**src/rtl/smx_pkg.sv**
```systemverilog
`timescale 1ns / 1ps
`default_nettype none

package smx_pkg;

	typedef enum logic [1:0] {
		S_IDLE,
		S_EXEC,
		S_UNIT
	} state_t;

	typedef struct packed {
		logic start;
		logic is_mul;
		logic is_mod;
	} md_req_t;

	localparam logic [7:0] OP_HALT  = 8'd0;
	localparam logic [7:0] OP_PUSH  = 8'd1;
	localparam logic [7:0] OP_POP   = 8'd2;
	localparam logic [7:0] OP_DUP   = 8'd3;
	localparam logic [7:0] OP_SWAP  = 8'd4;
	localparam logic [7:0] OP_ADD   = 8'd5;
	localparam logic [7:0] OP_SUB   = 8'd6;
	localparam logic [7:0] OP_MUL   = 8'd7;
	localparam logic [7:0] OP_DIV   = 8'd8;
	localparam logic [7:0] OP_MOD   = 8'd9;
	localparam logic [7:0] OP_NEG   = 8'd10;
	localparam logic [7:0] OP_AND   = 8'd11;
	localparam logic [7:0] OP_OR    = 8'd12;
	localparam logic [7:0] OP_XOR   = 8'd13;
	localparam logic [7:0] OP_NOT   = 8'd14;
	localparam logic [7:0] OP_SHL   = 8'd15;
	localparam logic [7:0] OP_SHR   = 8'd16;
	localparam logic [7:0] OP_EQ    = 8'd17;
	localparam logic [7:0] OP_NE    = 8'd18;
	localparam logic [7:0] OP_LT    = 8'd19;
	localparam logic [7:0] OP_LE    = 8'd20;
	localparam logic [7:0] OP_GT    = 8'd21;
	localparam logic [7:0] OP_GE    = 8'd22;
	localparam logic [7:0] OP_JMP   = 8'd23;
	localparam logic [7:0] OP_JZ    = 8'd24;
	localparam logic [7:0] OP_JNZ   = 8'd25;
	localparam logic [7:0] OP_LOAD  = 8'd26;
	localparam logic [7:0] OP_SAVE  = 8'd27;
	localparam logic [7:0] OP_EMIT  = 8'd28;
	localparam logic [7:0] OP_INC   = 8'd29;
	localparam logic [7:0] OP_DEC   = 8'd30;
	localparam logic [7:0] OP_ROT   = 8'd31;
	localparam logic [7:0] OP_OVER  = 8'd32;
	localparam logic [7:0] OP_NOP   = 8'd33;
	localparam logic [7:0] OP_CALL  = 8'd34;
	localparam logic [7:0] OP_RET   = 8'd35;
	localparam logic [7:0] OP_CLR   = 8'd36;
	localparam logic [7:0] OP_DROP  = 8'd37;
	localparam logic [7:0] OP_CMP   = 8'd38;
	localparam logic [7:0] OP_ABS   = 8'd39;

	localparam logic [2:0] ST_RUN  = 3'd0;
	localparam logic [2:0] ST_HALT = 3'd1;
	localparam logic [2:0] ST_END  = 3'd2;
	localparam logic [2:0] ST_WDOG = 3'd3;
	localparam logic [2:0] ST_BAD  = 3'd4;
	localparam logic [2:0] ST_OVF  = 3'd5;

	localparam logic [8:0]  PL_RESET  = 9'd256;
	localparam logic [19:0] LIM_RESET = 20'd1000000;

	localparam logic CFG_PL  = 1'b0;
	localparam logic CFG_LIM = 1'b1;

endpackage

`default_nettype wire

```
**src/rtl/smx_muldiv.sv**
```systemverilog
`timescale 1ns / 1ps
`default_nettype none

module smx_muldiv (
	input  wire logic              clk,
	input  wire logic              arst_n,
	input  wire smx_pkg::md_req_t  req,
	input  wire logic [63:0]       a,
	input  wire logic [63:0]       b,
	output logic                   busy,
	output logic                   done,
	output logic      [63:0]       res
);
	import smx_pkg::*;

	logic        busy_q;
	logic        done_q;
	logic [5:0]  cnt_q;
	logic        is_mul_q;
	logic        is_mod_q;
	logic        qneg_q;
	logic        rneg_q;
	logic [63:0] a_q;
	logic [63:0] b_q;
	logic [63:0] acc_q;
	logic [31:0] cr_q;
	logic [63:0] quo_q;
	logic [63:0] rem_q;
	logic [63:0] dvs_q;

	logic [31:0] mul_x;
	logic [31:0] mul_y;
	logic [63:0] prod;
	logic [64:0] rem_sh;
	logic [64:0] diff;
	logic        last;

	assign mul_x  = (cnt_q == 6'd2) ? a_q[63:32] : a_q[31:0];
	assign mul_y  = (cnt_q == 6'd1) ? b_q[63:32] : b_q[31:0];
	assign prod   = mul_x * mul_y;
	assign rem_sh = {rem_q, quo_q[63]};
	assign diff   = rem_sh - {1'b0, dvs_q};
	assign last   = is_mul_q ? (cnt_q == 6'd3) : (cnt_q == 6'd63);

	always_ff @(posedge clk or negedge arst_n) begin
		if (!arst_n) begin
			busy_q <= 1'b0;
			done_q <= 1'b0;
			cnt_q  <= '0;
		end else begin
			done_q <= 1'b0;
			if (req.start) begin
				busy_q <= 1'b1;
				cnt_q  <= '0;
			end else if (busy_q) begin
				cnt_q <= cnt_q + 6'd1;
				if (last) begin
					busy_q <= 1'b0;
					done_q <= 1'b1;
				end
			end
		end
	end

	always_ff @(posedge clk) begin
		if (req.start) begin
			is_mul_q <= req.is_mul;
			is_mod_q <= req.is_mod;
			a_q      <= a;
			b_q      <= b;
			qneg_q   <= a[63] ^ b[63];
			rneg_q   <= a[63];
			quo_q    <= a[63] ? 64'd0 - a : a;
			dvs_q    <= b[63] ? 64'd0 - b : b;
			rem_q    <= '0;
		end else if (busy_q) begin
			if (is_mul_q) begin
				case (cnt_q)
					6'd0: acc_q <= prod;
					6'd1: cr_q <= prod[31:0];
					6'd2: cr_q <= cr_q + prod[31:0];
					default: acc_q[63:32] <= acc_q[63:32] + cr_q;
				endcase
			end else if (!diff[64]) begin
				rem_q <= diff[63:0];
				quo_q <= {quo_q[62:0], 1'b1};
			end else begin
				rem_q <= rem_sh[63:0];
				quo_q <= {quo_q[62:0], 1'b0};
			end
		end
	end

	always_comb begin
		if (is_mul_q) begin
			res = acc_q;
		end else if (is_mod_q) begin
			res = rneg_q ? 64'd0 - rem_q : rem_q;
		end else begin
			res = qneg_q ? 64'd0 - quo_q : quo_q;
		end
	end

	assign busy = busy_q;
	assign done = done_q;

endmodule

`default_nettype wire

```
**config.mk**
```make
export PLATFORM = sky130hd
export DESIGN_NAME = smx_muldiv
export DESIGN_NICKNAME = d
export VERILOG_FILES = /design/src/rtl/smx_pkg.sv /design/src/rtl/smx_muldiv.sv
export SDC_FILE = /design/constraint.sdc
export NUM_CORES = 2
export LEC_CHECK = 0
export BUFFER_PORTS_ARGS = -buffer_cell sky130_fd_sc_hd__buf_2
export CAP_MARGIN = 15
export CELL_PAD_IN_SITES_DETAIL_PLACEMENT = 0
export CELL_PAD_IN_SITES_GLOBAL_PLACEMENT = 1
export CORE_MARGIN = 2
export CORE_UTILIZATION = 51
export CTS_CLUSTER_SIZE = 16
export DETAILED_ROUTE_END_ITERATION = 12
export GPL_ROUTABILITY_DRIVEN = 1
export GPL_TIMING_DRIVEN = 0
export PLACE_DENSITY = 0.83
export SLEW_MARGIN = 20
export SYNTH_ARGS = -nofsm -noshare
export SYNTH_HDL_FRONTEND = slang
export SYNTH_SLANG_ARGS = --single-unit
```
**constraint.sdc**
```tcl
create_clock -name clk -period 11.9 [get_ports clk]
set_input_delay 1.19 -clock clk [delete_from_list [all_inputs] [get_ports clk]]
set_output_delay 1.19 -clock clk [all_outputs]
set_load 0.02 [all_outputs]
```
==> results.sh <==
export IMPL_synth_top_area_cell="fa_1"
export IMPL_n_fill_cell=11000
export IMPL_clkLatencyLatePin_ns=0.61
export IMPL_worstSetupEndpoint="cr_q[31]$_DFFE_PP_"
export IMPL_core_area_mm2=0.118
export IMPL_crit_path_end_kind="flip-flop"
export IMPL_io_buffers=198
export IMPL_synth_flop_cell="edfxtp_1"
export IMPL_fin_worst_skew_ns=0.0318
export IMPL_dieArea_mm2=0.122
export IMPL_routed_wl_um=257000
export IMPL_die_h_um=350
export IMPL_reg2reg_depth=34
export IMPL_clkTransAtPathRegs_ns=0.07
export IMPL_r2r_start="cnt_q[2]$_DFFE_PN0P_"
export IMPL_min_delay_path_class="primary input to async pin"
export IMPL_r2r_setup_slack_ns=0.21
export IMPL_root_buffer="clkbuf_16"
export IMPL_rows=126
export IMPL_cts_hold_buf=0
export IMPL_min_period_ns=11.69
export IMPL_worstSetupPathType="flip-flop to flip-flop"
export IMPL_place_area_mm2=0.0647
export IMPL_ys_top_cells_by_area="fa_1, edfxtp_1, ha_1"
export IMPL_grt_max_degree=106
export IMPL_place_congestion=1.03
export IMPL_clock_path_buffers=3
export IMPL_syn_num_nets=8261
export IMPL_io_pins=199
export IMPL_postSynthAreaPerCell_um2=8.93
export IMPL_num_vias=53600
export IMPL_max_stage_delay_ns=0.64
export IMPL_grt_overflow_total=0
export IMPL_ys_async_sr_fraction_pct=1.88
export IMPL_route_detailed_wl_per_inst_um=29.6
export IMPL_netlist_area_mm2=0.0610
export IMPL_reg2reg_to="cr_q[31]$_DFFE_PP_"
export IMPL_synth_common_cells="nand2_1, inv_1, fa_1"
export IMPL_crit_path_start="cnt_q[2]$_DFFE_PN0P_"
export IMPL_drc=0
export IMPL_synth_most_common_cell="nand2_1"
export IMPL_drt_pass1_iterations=10
export IMPL_start_kind="flip-flop"
export IMPL_finalSetupViolations=0
export IMPL_max_freq_mhz=85.5
export IMPL_grt_pass1_wl_um=364000
export IMPL_slowest_stage="mux2_2"
export IMPL_finalHoldViolCount=0
export IMPL_ant_nets=0
export IMPL_via_per_inst=6.17
export IMPL_syn_to_final_growth_pct=9.47
export IMPL_antenna_found_initial=20
export IMPL_crit_arrival_ns=12.03
export IMPL_hpwl_um=214000
export IMPL_drtIter0Drc=6635
export IMPL_grt_pass1_vias=51500
export IMPL_die_w_um=350
export IMPL_htreeDepth=2
export IMPL_post_route_period_util_pct=98.3
export IMPL_ys_ff_latch=426
export IMPL_crit_required_ns=12.24
export IMPL_clock_sinks=426
export IMPL_synth_edf_count=354
export IMPL_drv_cap=0
export IMPL_max_slew_margin_pct=16.7
export IMPL_report_final_slew_viol_count=0
export IMPL_ys_warn_count=0
export IMPL_syn_inst=6830
export IMPL_cts_tree="yes"
export IMPL_initial_core_util_pct=51.6
export IMPL_fin_area_mm2=0.0667
export IMPL_track_usage_pct=42.0
export IMPL_ys_types=84
export IMPL_drive_above_1_share_pct=7.41
export IMPL_synth_seq_area_share_pct=19.9
export IMPL_nNetsFinal=8538
export IMPL_tightest_slew_ns=1.25
export IMPL_worstPathMaxFanout=10
export IMPL_synth_top_area_share_pct=29.5
export IMPL_cp_common_cell="fa_1"
export IMPL_status="finished clean"
export IMPL_rsz0062_at_grt="true"
export IMPL_cts_buffers=45
critical path, delay by kind of cell, from the launching register on:
kind / cells / cell delay [ns]
multiplexers: 1 / 0.64
buffers and inverters: 6 / 1.54
XOR/XNOR: 3 / 0.77
AND/OR/NAND/NOR: 6 / 1.67
adder cells (fa/ha/maj): 10 / 4.80
flip-flops: 1 / 0.46
AO/OA/AOI/OAI: 8 / 1.49
how the worst min path moves through the flow:
stage / from / to / slack (ns) / depth (start not counted)
2_1_floorplan: rem_q[10]$_SDFFE_PP0P_ / rem_q[10]$_SDFFE_PP0P_ / 0.49 / 2
3_3_place_gp: rem_q[12]$_SDFFE_PP0P_ / rem_q[12]$_SDFFE_PP0P_ / 0.54 / 2
3_5_place_dp: rem_q[10]$_SDFFE_PP0P_ / rem_q[10]$_SDFFE_PP0P_ / 0.53 / 2
4_1_cts: arst_n / cnt_q[5]$_DFFE_PN0P_ / 0.40 / 1
5_1_grt: arst_n / cnt_q[5]$_DFFE_PN0P_ / 0.41 / 1
6_report: arst_n / cnt_q[5]$_DFFE_PN0P_ / 0.41 / 1
cells in the final DEF, fill, tap and decap left out, drive strengths merged, types with 9 or more instances in the layout:
cell,count
nand2b,45
xnor2,195
a211oi,14
clkinv,16
nand4,47
or2,16
and2,18
dfxtp,64
or3,32
o21bai,33
a21oi,348
a221oi,9
nand3,43
o21ai,355
edfxtp,354
o211ai,16
mux2i,72
ha,399
o31ai,105
mux2,31
o41ai,47
a21o,107
a31oi,29
a222oi,13
buf,247
nand2,1079
nor2,638
and3,23
nor2b,27
o21a,35
nor4,18
fa,899
clkbuf,353
xor2,224
or4,44
nor3,28
inv,997
registers in the layout, indices dropped and copies added (netlist names):
| register | count |
|---|---|
| b_q | 64 |
| acc_q | 64 |
| cnt_q | 6 |
| cr_q | 32 |
| quo_q | 64 |
| busy | 1 |
| is_mul_q | 1 |
| qneg_q | 1 |
| rneg_q | 1 |
| rem_q | 64 |
| done | 1 |
| is_mod_q | 1 |
| dvs_q | 63 |
| a_q | 63 |
layer usage:
metal	GRT usage, %	up-vias	part of all wire, %
met5	0.903	-	0.17
met4	19.0	20	5.6
met3	12.0	577	13
met2	60.6	3222	42
met1	58.5	26900	39
li1	-	22800	-
kinds of logic after synthesis:
logic type               after synthesis  share of synthesized area (%)
AND/OR/NAND/NOR                     2084                           14.5
adder cells (fa/ha/maj)             1298                           37.7
flip-flops                           426                           19.9
XOR/XNOR                             419                           6.02
multiplexers                         103                           1.75
buffers and inverters               1315                           8.11
AO/OA/AOI/OAI                       1185                           12.0
area by class of cell:
| type | count | area (µm²) | area share (%) |
|---|---|---|---|
| Multi-Input combinational cell | 5089 | 44600 | 66.8 |
| Tap cell | 1536 | 1920 | 2.88 |
| Clock inverter | 31 | 364 | 0.546 |
| Buffer | 316 | 1290 | 1.93 |
| Sequential cell | 426 | 12100 | 18.2 |
| Timing Repair Buffer | 235 | 1580 | 2.36 |
| Antenna cell | 7 | 17.5 | 0.0263 |
| Inverter | 994 | 3730 | 5.60 |
| Clock buffer | 49 | 1140 | 1.71 |
per-stage QoR:
stage	utilization (%)	setup WS [ns]	hold slack, ns	cells	TNS (ns)
after CTS	56.2	0.0000311	0.398	8673	0
after global placement	54.0	-2.00	0.536	8564	-42.39
final	56.4	0.208	0.415	8683	0
after global routing	56.4	-0.0853	0.413	8676	-0.0853
after floorplan	-	1.63	0.487	6830	0
after detailed placement	54.8	-2.33	0.533	8592	-56.53
repair_timing:
action                     4_1_cts  5_1_grt
cloned                           0        0
setup endpoints to repair       57       21
buffers inserted                 2        6
gates resized for setup         73       75
Power is left out: the tool's default activity adds up to more than one toggle a clock period on the data nets, which glitch-free logic cannot reach.
